===== src/rtl/aal5s_pkg.sv =====
`default_nettype none

package aal5s_pkg;

	localparam int VPI_W         = 8;
	localparam int VCI_W         = 16;
	localparam int CFG_IDX_W     = 1;
	localparam int CFG_DATA_W    = 16;
	localparam int LEN_W         = 16;
	localparam int CRC_W         = 32;
	localparam int WORD_W        = 64;
	localparam int HDR_W         = 32;
	localparam int HEC_W         = 8;
	localparam int BYTE_POS_W    = 3;
	localparam int PAYLOAD_WORDS = 6;
	localparam int WORD_IDX_W    = 3;
	localparam int BUF_WORDS     = 16;
	localparam int BUF_PTR_W     = 4;
	localparam int BUF_CNT_W     = 5;
	localparam int FLAG_DEPTH    = 4;
	localparam int FLAG_PTR_W    = 2;

	localparam logic [WORD_IDX_W-1:0] LAST_WORD = WORD_IDX_W'(PAYLOAD_WORDS - 1);
	localparam logic [BYTE_POS_W-1:0] LAST_BYTE = '1;
	localparam logic [LEN_W-1:0]      LEN_MAX   = '1;
	localparam logic [CRC_W-1:0]      CRC_INIT  = 32'hFFFF_FFFF;
	localparam logic [CRC_W-1:0]      CRC_POLY  = 32'h04C1_1DB7;
	localparam logic [HEC_W-1:0]      HEC_POLY  = 8'h07;
	localparam logic [HEC_W-1:0]      HEC_XOR   = 8'h55;

	typedef enum logic [CFG_IDX_W-1:0] {
		CFG_VPI = 1'b0,
		CFG_VCI = 1'b1
	} cfg_reg_t;

	typedef struct packed {
		logic              valid;
		logic [WORD_W-1:0] data;
	} buf_wr_t;

	typedef struct packed {
		logic valid;
		logic packet_end;
		logic too_long;
		logic run_last;
	} cell_commit_t;

	typedef struct packed {
		logic packet_end;
		logic too_long;
		logic run_last;
	} cell_flags_t;

	typedef logic [CRC_W-1:0][CRC_W+WORD_W-1:0] crc_masks_t;
	typedef logic [HEC_W-1:0][HDR_W-1:0]        hec_masks_t;

	// msb-first lfsr run symbolically: each state bit as a mask over {data, crc}
	function automatic crc_masks_t crc_masks(input int nbits);
		crc_masks_t                s;
		logic [CRC_W+WORD_W-1:0]   fb;
		for (int i = 0; i < CRC_W; i++) begin
			s[i]    = '0;
			s[i][i] = 1'b1;
		end
		for (int k = 0; k < nbits; k++) begin
			fb = s[CRC_W-1];
			fb[CRC_W + WORD_W - 1 - k] = ~fb[CRC_W + WORD_W - 1 - k];
			for (int i = CRC_W - 1; i > 0; i--) begin
				s[i] = s[i-1] ^ (CRC_POLY[i] ? fb : '0);
			end
			s[0] = CRC_POLY[0] ? fb : '0;
		end
		return s;
	endfunction

	function automatic hec_masks_t hec_masks();
		hec_masks_t       s;
		logic [HDR_W-1:0] fb;
		s = '0;
		for (int k = 0; k < HDR_W; k++) begin
			fb = s[HEC_W-1];
			fb[HDR_W-1-k] = ~fb[HDR_W-1-k];
			for (int i = HEC_W - 1; i > 0; i--) begin
				s[i] = s[i-1] ^ (HEC_POLY[i] ? fb : '0);
			end
			s[0] = HEC_POLY[0] ? fb : '0;
		end
		return s;
	endfunction

	localparam crc_masks_t CRC_WORD_MASKS = crc_masks(WORD_W);
	localparam crc_masks_t CRC_HALF_MASKS = crc_masks(WORD_W / 2);
	localparam hec_masks_t HEC_MASKS      = hec_masks();

	// data is consumed from bit 63 down
	function automatic logic [CRC_W-1:0] crc_apply(input crc_masks_t m,
			input logic [CRC_W-1:0] crc, input logic [WORD_W-1:0] data);
		logic [CRC_W-1:0] r;
		for (int i = 0; i < CRC_W; i++) begin
			r[i] = ^({data, crc} & m[i]);
		end
		return r;
	endfunction

	function automatic logic [HEC_W-1:0] hec_of(input logic [HDR_W-1:0] hdr);
		logic [HEC_W-1:0] r;
		for (int i = 0; i < HEC_W; i++) begin
			r[i] = ^(hdr & HEC_MASKS[i]);
		end
		return r ^ HEC_XOR;
	endfunction

endpackage

`default_nettype wire


===== src/rtl/aal5s_if.sv =====
`default_nettype none

interface aal5s_byte_if;
	logic       valid;
	logic       ready;
	logic [7:0] data_byte;
	logic       end_of_packet;

	modport source (output valid, output data_byte, output end_of_packet, input ready);
	modport sink (input valid, input data_byte, input end_of_packet, output ready);
endinterface

interface aal5s_cell_if;
	logic        valid;
	logic        ready;
	logic [31:0] cell_header;
	logic [7:0]  header_check;
	logic [63:0] payload_word;
	logic [2:0]  word_index;
	logic        cell_done;
	logic        packet_done;
	logic        too_long;
	logic        run_last;

	modport source (output valid, output cell_header, output header_check,
		output payload_word, output word_index, output cell_done, output packet_done,
		output too_long, output run_last, input ready);
	modport sink (input valid, input cell_header, input header_check,
		input payload_word, input word_index, input cell_done, input packet_done,
		input too_long, input run_last, output ready);
endinterface

`default_nettype wire


===== src/rtl/aal5s_asm.sv =====
`default_nettype none

module aal5s_asm import aal5s_pkg::*; (
	input  logic         clk,
	input  logic         arst_n,
	aal5s_byte_if.sink   packet,
	input  logic         full,
	output buf_wr_t      wr,
	output cell_commit_t cm
);

	logic [7:0]            byte_s1;
	logic                  eop_s1;
	logic                  valid_s1;

	logic [WORD_W-1:0]     acc_q;
	logic [BYTE_POS_W-1:0] bpos_q;
	logic [WORD_IDX_W-1:0] wpos_q;
	logic [CRC_W-1:0]      crc_q;
	logic [LEN_W-1:0]      len_q;
	logic                  ovf_q;
	logic                  pad_q;

	logic                  take;
	logic                  step_pad;
	logic                  word_done;
	logic                  wpos_last;
	logic [5:0]            lane_lsb;
	logic [WORD_W-1:0]     word_new;
	logic [CRC_W-1:0]      crc_half;
	logic [WORD_W-1:0]     trailer_word;

	assign take      = valid_s1 && !pad_q && !full;
	assign step_pad  = pad_q && !full;
	assign word_done = take && (bpos_q == LAST_BYTE || eop_s1);
	assign wpos_last = wpos_q == LAST_WORD;
	assign lane_lsb  = {~bpos_q, 3'b000};

	assign packet.ready = !valid_s1 || take;

	always_comb begin
		word_new = (bpos_q == '0) ? '0 : acc_q;
		word_new[lane_lsb +: 8] = byte_s1;
	end

	// uu and cpi zero, then length, then the complemented crc
	assign crc_half     = crc_apply(CRC_HALF_MASKS, crc_q, {16'h0000, len_q, 32'h0000_0000});
	assign trailer_word = {16'h0000, len_q, ~crc_half};

	always_comb begin
		wr.valid      = word_done || step_pad;
		wr.data       = pad_q ? (wpos_last ? trailer_word : '0) : word_new;
		cm.valid      = wr.valid && wpos_last;
		cm.packet_end = pad_q;
		cm.too_long   = pad_q && ovf_q;
		cm.run_last   = pad_q || !eop_s1;
	end

	always_ff @(posedge clk or negedge arst_n) begin
		if (!arst_n) begin
			valid_s1 <= 1'b0;
			bpos_q   <= '0;
			wpos_q   <= '0;
			crc_q    <= CRC_INIT;
			len_q    <= '0;
			ovf_q    <= 1'b0;
			pad_q    <= 1'b0;
		end else begin
			if (packet.ready) begin
				valid_s1 <= packet.valid;
			end
			if (take) begin
				bpos_q <= eop_s1 ? '0 : bpos_q + 1'b1;
				len_q  <= len_q + 1'b1;
				ovf_q  <= ovf_q || (len_q == LEN_MAX);
				if (word_done) begin
					crc_q  <= crc_apply(CRC_WORD_MASKS, crc_q, word_new);
					wpos_q <= wpos_last ? '0 : wpos_q + 1'b1;
				end
				if (eop_s1) begin
					pad_q <= 1'b1;
				end
			end else if (step_pad) begin
				if (wpos_last) begin
					crc_q  <= CRC_INIT;
					len_q  <= '0;
					ovf_q  <= 1'b0;
					pad_q  <= 1'b0;
					wpos_q <= '0;
				end else begin
					crc_q  <= crc_apply(CRC_WORD_MASKS, crc_q, '0);
					wpos_q <= wpos_q + 1'b1;
				end
			end
		end
	end

	always_ff @(posedge clk) begin
		if (packet.valid && packet.ready) begin
			byte_s1 <= packet.data_byte;
			eop_s1  <= packet.end_of_packet;
		end
		if (take) begin
			acc_q <= word_new;
		end
	end

endmodule

`default_nettype wire


===== src/rtl/aal5s_cellq.sv =====
`default_nettype none

module aal5s_cellq import aal5s_pkg::*; (
	input  logic              clk,
	input  logic              arst_n,
	input  logic [VPI_W-1:0]  vpi,
	input  logic [VCI_W-1:0]  vci,
	input  buf_wr_t           wr,
	input  cell_commit_t      cm,
	output logic              full,
	aal5s_cell_if.source      cells
);

	logic [WORD_W-1:0]     mem_q [BUF_WORDS];
	cell_flags_t           flg_q [FLAG_DEPTH];

	logic [BUF_PTR_W-1:0]  wptr_q;
	logic [BUF_PTR_W-1:0]  rptr_q;
	logic [BUF_CNT_W-1:0]  used_q;
	logic [BUF_CNT_W-1:0]  avail_q;
	logic [FLAG_PTR_W-1:0] fw_q;
	logic [FLAG_PTR_W-1:0] fr_q;
	logic [WORD_IDX_W-1:0] oidx_q;

	logic                  out_valid_q;
	logic [HDR_W-1:0]      header_q;
	logic [HEC_W-1:0]      hec_q;
	logic [WORD_W-1:0]     word_q;
	logic [WORD_IDX_W-1:0] idx_q;
	logic                  cell_done_q;
	logic                  packet_done_q;
	logic                  too_long_q;
	logic                  run_last_q;

	logic                  pop;
	logic                  oidx_last;
	cell_flags_t           head;
	logic [HDR_W-1:0]      hdr;

	assign full      = used_q == BUF_CNT_W'(BUF_WORDS);
	assign pop       = (avail_q != '0) && (!out_valid_q || cells.ready);
	assign oidx_last = oidx_q == LAST_WORD;
	assign head      = flg_q[fr_q];
	assign hdr       = {4'h0, vpi, vci, 2'b00, head.packet_end, 1'b0};

	always_ff @(posedge clk or negedge arst_n) begin
		if (!arst_n) begin
			wptr_q      <= '0;
			rptr_q      <= '0;
			used_q      <= '0;
			avail_q     <= '0;
			fw_q        <= '0;
			fr_q        <= '0;
			oidx_q      <= '0;
			out_valid_q <= 1'b0;
		end else begin
			if (wr.valid) begin
				wptr_q <= wptr_q + 1'b1;
			end
			if (cm.valid) begin
				fw_q <= fw_q + 1'b1;
			end
			used_q  <= used_q + BUF_CNT_W'(wr.valid) - BUF_CNT_W'(pop);
			// words become visible only once their cell is complete
			avail_q <= avail_q + (cm.valid ? BUF_CNT_W'(PAYLOAD_WORDS) : '0)
				- BUF_CNT_W'(pop);
			if (pop) begin
				rptr_q      <= rptr_q + 1'b1;
				oidx_q      <= oidx_last ? '0 : oidx_q + 1'b1;
				out_valid_q <= 1'b1;
				if (oidx_last) begin
					fr_q <= fr_q + 1'b1;
				end
			end else if (cells.ready) begin
				out_valid_q <= 1'b0;
			end
		end
	end

	always_ff @(posedge clk) begin
		if (wr.valid) begin
			mem_q[wptr_q] <= wr.data;
		end
		if (cm.valid) begin
			flg_q[fw_q] <= '{packet_end: cm.packet_end, too_long: cm.too_long,
				run_last: cm.run_last};
		end
		if (pop) begin
			header_q      <= hdr;
			hec_q         <= hec_of(hdr);
			word_q        <= mem_q[rptr_q];
			idx_q         <= oidx_q;
			cell_done_q   <= oidx_last;
			packet_done_q <= head.packet_end;
			too_long_q    <= head.too_long;
			run_last_q    <= oidx_last && head.run_last;
		end
	end

	assign cells.valid        = out_valid_q;
	assign cells.cell_header  = header_q;
	assign cells.header_check = hec_q;
	assign cells.payload_word = word_q;
	assign cells.word_index   = idx_q;
	assign cells.cell_done    = cell_done_q;
	assign cells.packet_done  = packet_done_q;
	assign cells.too_long     = too_long_q;
	assign cells.run_last     = run_last_q;

endmodule

`default_nettype wire


===== src/rtl/aal5_segmentation_core.sv =====
`default_nettype none

// AAL5 segmentation: packet bytes come in on packet, one per cycle when not held,
// and ATM cells leave on cells as six 64-bit payload words each, one word per cycle
// while cells.ready is high, with the header and HEC beside every word. While a
// cell fills, a byte is taken every cycle unless the 16-word cell queue is full;
// the byte that ends a packet holds the input as the assembler writes the zero
// padding and the trailer word into the queue, one word a cycle when not full. A
// word leaves through the output register once its cell completes. Throughput is
// bounded by the output taking one word per cycle. VPI and VCI must be written on
// the configuration port while no packet is in flight; the block does not check.
module aal5_segmentation_core import aal5s_pkg::*; (
	input  logic                  clk,
	input  logic                  arst_n,
	input  logic                  cfg_write_en,
	input  logic [CFG_IDX_W-1:0]  cfg_index,
	input  logic [CFG_DATA_W-1:0] cfg_data,
	aal5s_byte_if.sink            packet,
	aal5s_cell_if.source          cells
);

	logic [VPI_W-1:0] vpi_q;
	logic [VCI_W-1:0] vci_q;
	buf_wr_t          buf_wr;
	cell_commit_t     commit;
	logic             buf_full;

	always_ff @(posedge clk or negedge arst_n) begin
		if (!arst_n) begin
			vpi_q <= '0;
			vci_q <= '0;
		end else if (cfg_write_en) begin
			unique case (cfg_reg_t'(cfg_index))
				CFG_VPI: vpi_q <= cfg_data[VPI_W-1:0];
				CFG_VCI: vci_q <= cfg_data[VCI_W-1:0];
				default: ;
			endcase
		end
	end

	aal5s_asm u_asm (
		.clk    (clk),
		.arst_n (arst_n),
		.packet (packet),
		.full   (buf_full),
		.wr     (buf_wr),
		.cm     (commit)
	);

	aal5s_cellq u_cellq (
		.clk    (clk),
		.arst_n (arst_n),
		.vpi    (vpi_q),
		.vci    (vci_q),
		.wr     (buf_wr),
		.cm     (commit),
		.full   (buf_full),
		.cells  (cells)
	);

endmodule

`default_nettype wire


===== src/flat_wrapper.sv =====
// flat-port wrapper written by rule: the top's interface ports become plain ports
module aal5_segmentation_core_flat import aal5s_pkg::*;
  (clk, arst_n, cfg_write_en, cfg_index, cfg_data, packet_valid, packet_data_byte, packet_end_of_packet, packet_ready, cells_valid, cells_cell_header, cells_header_check, cells_payload_word, cells_word_index, cells_cell_done, cells_packet_done, cells_too_long, cells_run_last, cells_ready);
  aal5s_byte_if packet_i ();
  aal5s_cell_if cells_i ();
  input  logic clk;
  input  logic arst_n;
  input  logic cfg_write_en;
  input  logic [CFG_IDX_W-1:0] cfg_index;
  input  logic [CFG_DATA_W-1:0] cfg_data;
  input wire logic [$bits(packet_i.valid)-1:0] packet_valid;
  input wire logic [$bits(packet_i.data_byte)-1:0] packet_data_byte;
  input wire logic [$bits(packet_i.end_of_packet)-1:0] packet_end_of_packet;
  output wire logic [$bits(packet_i.ready)-1:0] packet_ready;
  output wire logic [$bits(cells_i.valid)-1:0] cells_valid;
  output wire logic [$bits(cells_i.cell_header)-1:0] cells_cell_header;
  output wire logic [$bits(cells_i.header_check)-1:0] cells_header_check;
  output wire logic [$bits(cells_i.payload_word)-1:0] cells_payload_word;
  output wire logic [$bits(cells_i.word_index)-1:0] cells_word_index;
  output wire logic [$bits(cells_i.cell_done)-1:0] cells_cell_done;
  output wire logic [$bits(cells_i.packet_done)-1:0] cells_packet_done;
  output wire logic [$bits(cells_i.too_long)-1:0] cells_too_long;
  output wire logic [$bits(cells_i.run_last)-1:0] cells_run_last;
  input wire logic [$bits(cells_i.ready)-1:0] cells_ready;
  assign packet_i.valid = packet_valid;
  assign packet_i.data_byte = packet_data_byte;
  assign packet_i.end_of_packet = packet_end_of_packet;
  assign packet_ready = packet_i.ready;
  assign cells_valid = cells_i.valid;
  assign cells_cell_header = cells_i.cell_header;
  assign cells_header_check = cells_i.header_check;
  assign cells_payload_word = cells_i.payload_word;
  assign cells_word_index = cells_i.word_index;
  assign cells_cell_done = cells_i.cell_done;
  assign cells_packet_done = cells_i.packet_done;
  assign cells_too_long = cells_i.too_long;
  assign cells_run_last = cells_i.run_last;
  assign cells_i.ready = cells_ready;
  aal5_segmentation_core u_core (.clk(clk), .arst_n(arst_n), .cfg_write_en(cfg_write_en), .cfg_index(cfg_index), .cfg_data(cfg_data), .packet(packet_i), .cells(cells_i));
endmodule

===== config.mk =====
export PLATFORM = sky130hd
export DESIGN_NAME = aal5_segmentation_core_flat
export DESIGN_NICKNAME = d
export VERILOG_FILES = /design/src/rtl/aal5s_pkg.sv /design/src/rtl/aal5s_if.sv /design/src/rtl/aal5s_asm.sv /design/src/rtl/aal5s_cellq.sv /design/src/rtl/aal5_segmentation_core.sv /design/src/flat_wrapper.sv
export SDC_FILE = /design/constraint.sdc
export NUM_CORES = 2
export LEC_CHECK = 0
export ABC_AREA = 1
export BUFFER_PORTS_ARGS = -buffer_cell sky130_fd_sc_hd__buf_2
export CAP_MARGIN = 15
export CORE_ASPECT_RATIO = 0.6
export CORE_MARGIN = 1.5
export CORE_UTILIZATION = 58
export DETAILED_ROUTE_END_ITERATION = 7
export PLACE_DENSITY = 0.78
export SYNTH_ARGS = -nofsm -noshare
export SYNTH_HDL_FRONTEND = slang
export SYNTH_SLANG_ARGS = --single-unit
export TNS_END_PERCENT = 5

===== constraint.sdc =====
create_clock -name clk -period 4.7 [get_ports clk]
set_input_delay 0.94 -clock clk [delete_from_list [all_inputs] [get_ports clk]]
set_output_delay 0.94 -clock clk [all_outputs]
set_load 0.02 [all_outputs]

==> reports/metrics.cfg <==
[outcome]
run_status = finished, violations left
violations = DRC

[worst_setup_path]
crit_chain = ha_1 -> ha_2 -> nand2_1 -> inv_1 -> nand3_2 -> nand2_1 -> nand2_1 -> inv_2 -> nand2_1 -> nand2_1 -> nand2_1 -> nand2_1 -> nand2_1 -> nand2_1 -> nand2_1 -> nand2_1 -> nand2_1 -> nand2_1 -> inv_1 -> nand2_1 -> nand3_1 -> a21oi_1
crit_top_cell = nand2_1
critPathBufInv = 3
path_max_fanout = 12
critPathArrivalTime_ns = 5.34
crit_path_end_kind = flop
slowest_stage = nand2_1
path_delay_family = simple AND/OR/NAND/NOR gates
criticalPathCategory = reg2reg
cpPeakStageDelay_ns = 0.63
crit_required_ns = 5.37
crit_path_start_kind = flop

[clock_tree]
cts_buffers = 115
cts_root_buffer = clkbuf_16
insertion_delay_ns = 0.78
cts_tree = done
cts.sink_count = 1319
clkSlewWorstSetupHoldPaths_ns = 0.08
htree_levels = 3
clockBufferDepth = 3

[detailed_routing]
drt-pass1-iter-count = 8
ant_nets = 0
wire_per_inst_um = 27.5
via_count = 60700
drc = 15
vias_per_cell = 6.31
first_iter_violations = 9953
routed_wl_um = 264000

[floorplanning]
dieArea_sq_um = 126000
coreArea_sq_um = 122000
io-pin-count = 144
num_rows = 99
initial_core_util_pct = 58.7
die_y_um = 275
die_w_um = 457

[finish]
area_growth_pct = 10.5
layout-drive-gt1-share_pct = 10.2
layout.nets = 7976
post-route-util_pct = 64.9

[sta]
finalHoldViolations = 0
maxSlewHeadroom_pct = 15.0
finalSetupViolations = 0
fin_skew_ns = 0.0563
max_freq_ghz = 0.214
worst_slack_ns = 0.0249
min_period_ns = 4.68
min_period_over_period_pct = 99.5
tightest_slew_ns = 1.27
setup-tns-final_ns = 0
maxSlewViolCount = 0

[logic_synthesis]
netlist_area_sq_um = 71700
synth_cells = 7721
yosysTopAreaCell = edfxtp_1
avgSynthCellArea_sq_um = 9.28
synthMostInstantiatedCell = nand2_1
ys.flop_type = edfxtp_1
synthArstFlopShare_pct = 8.11
ys_seq_area_share_pct = 54.6
synth.area.top_cells = edfxtp_1 51%, nand2_1 14%, nand3_1 4.1%, xor2_1 3.9%, nor2_1 3.2%
synth_warnings = 0
yosysTopAreaCellShare_pct = 50.8
synth.distinct_cells = 57
synth-edff-count = 1212
synth.ff_latch_count = 1319
synth_common_cells = 2677 x nand2_1, 1212 x edfxtp_1, 602 x nor2_1

[grt]
grt_pass1_wl_um = 372000
overflow = 0
busiest_layer = met1
grt_util_met3_pct = 22.1
antenna_found_initial = 7
grt_use_met1_pct = 59.9
track_usage_pct = 41.0
grt_pass1_vias = 54300
grtUsageMet2_pct = 52.7
grt_max_degree = 173

[placed_design]
dpl_worst_slack_ns = 0.156
gp_congestion = 1.18
port_buffers = 136
dpl.hpwl_um = 187000

[min_path]
hold_class = in2async

[flow_run]
max_cap_viol_count = 0

[cell usage in the layout (no fill, tap or decap), types with 11 or more instances in the layout]
cell type / netlist / routed
clkinv_1: 16 / 44
nand2_2: 62 / 64
clkbuf_16: 0 / 115
bufinv_16: 0 / 13
inv_1: 371 / 368
nand3b_1: 22 / 22
o32ai_1: 64 / 64
mux2i_1: 193 / 193
nor2_1: 602 / 583
buf_4: 22 / 229
o22ai_1: 33 / 33
o21ai_0: 313 / 305
nand2_1: 2677 / 2674
ha_1: 39 / 37
buf_12: 0 / 21
a21oi_1: 82 / 82
xor2_1: 319 / 318
nand4_1: 22 / 22
buf_2: 39 / 135
xnor2_1: 251 / 249
nor2_4: 6 / 24
clkbuf_1: 232 / 25
o221ai_1: 193 / 193
o21ai_2: 37 / 38
o21ai_1: 6 / 11
nor2_2: 21 / 22
dfrtp_1: 75 / 70
o211ai_1: 63 / 63
dfstp_2: 32 / 32
edfxtp_1: 1212 / 1212
nand3_1: 586 / 586
inv_2: 27 / 27
[worst reg2reg max path, stage by stage, from the launching register on]
cell     delay (ns)
dfrtp_1        0.51
ha_1           0.29
ha_2           0.47
nand2_1        0.10
inv_1          0.21
nand3_2        0.32
nand2_1        0.16
nand2_1        0.39
inv_2          0.31
nand2_1        0.07
nand2_1        0.14
nand2_1        0.07
nand2_1        0.10
nand2_1        0.08
nand2_1        0.08
nand2_1        0.06
nand2_1        0.07
nand2_1        0.04
nand2_1        0.63
inv_1          0.10
nand2_1        0.10
nand3_1        0.08
a21oi_1        0.19
[cells by family after synthesis]
| logic type | count (synthesis) | share of synthesized area [%] |
|---|---|---|
| buf+inv | 744 | 4.29 |
| simple gates | 4027 | 22.9 |
| other cells | 1 | 0.00523 |
| mux | 201 | 2.82 |
| flops | 1319 | 54.6 |
| fa+ha+maj | 41 | 0.737 |
| xor+xnor | 575 | 7.11 |
| compound gates | 813 | 7.59 |
[metal layers]
layer | wire [um] | share of wire (%)
met1 | 107000 | 40
met2 | 99700 | 38
met3 | 50800 | 19
met4 | 6520 | 2.5
met5 | 258 | 0.098
[registers in the layout, summed over array words and instances (netlist names), 12 cells and up]
name / cells
u_core.vci_q: 16
u_core.u_cellq.cells.cell_header: 25
u_core.u_asm.crc_q: 32
u_core.u_asm.acc_q: 64
u_core.u_cellq.flg_q: 12
u_core.u_asm.len_q: 16
u_core.u_cellq.cells.payload_word: 64
u_core.u_cellq.mem_q: 1024
[what timing repair did]
action,in CTS,in global routing
setup buffers,0,2
hold buffers,0,0
hold endpoints to repair,0,0
gates resized for setup,0,18
setup endpoints to repair,0,13
[final timing paths]
kind,start,endpoint,slack (ns),cells past startpoint
min in group clk,packet_data_byte[1],u_core.u_asm.byte_s1[1],0.34,1
max reg2reg,u_core.u_asm.bpos_q[0],u_core.u_asm.crc_q[7],0.02,22
min,arst_n,u_core.vci_q[10],0.17,1
max in group asynchronous,arst_n,u_core.u_cellq.rptr_q[0],3.49,2
max,u_core.u_asm.bpos_q[0],u_core.u_asm.crc_q[7],0.02,22
min reg2reg,u_core.u_cellq.oidx_q[1],u_core.u_cellq.cells.word_index[1],0.48,0
[final cells by class]
type	instances	area, sq um
clock buffers	143	3010
fillers	9521	42800
inverters	415	1580
repair buffers	389	2860
clock inverters	70	855
flip-flops and latches	1319	39100
multi-input cells	5664	29800
well taps	1616	2020
diodes	2	5.00
[per-stage QoR]
stage	cells	instance area [sq um]	hold slack (ns)
after CTS	9612	79100	0.174
final	9618	79200	0.173
after detailed placement	9399	75200	0.468
after global routing	9616	79200	0.188
after floorplan	7727	71700	0.448
after global placement	9398	75200	0.461
Power is left out: the tool's default activity adds up to more than one toggle a clock period on the data nets, which glitch-free logic cannot reach.
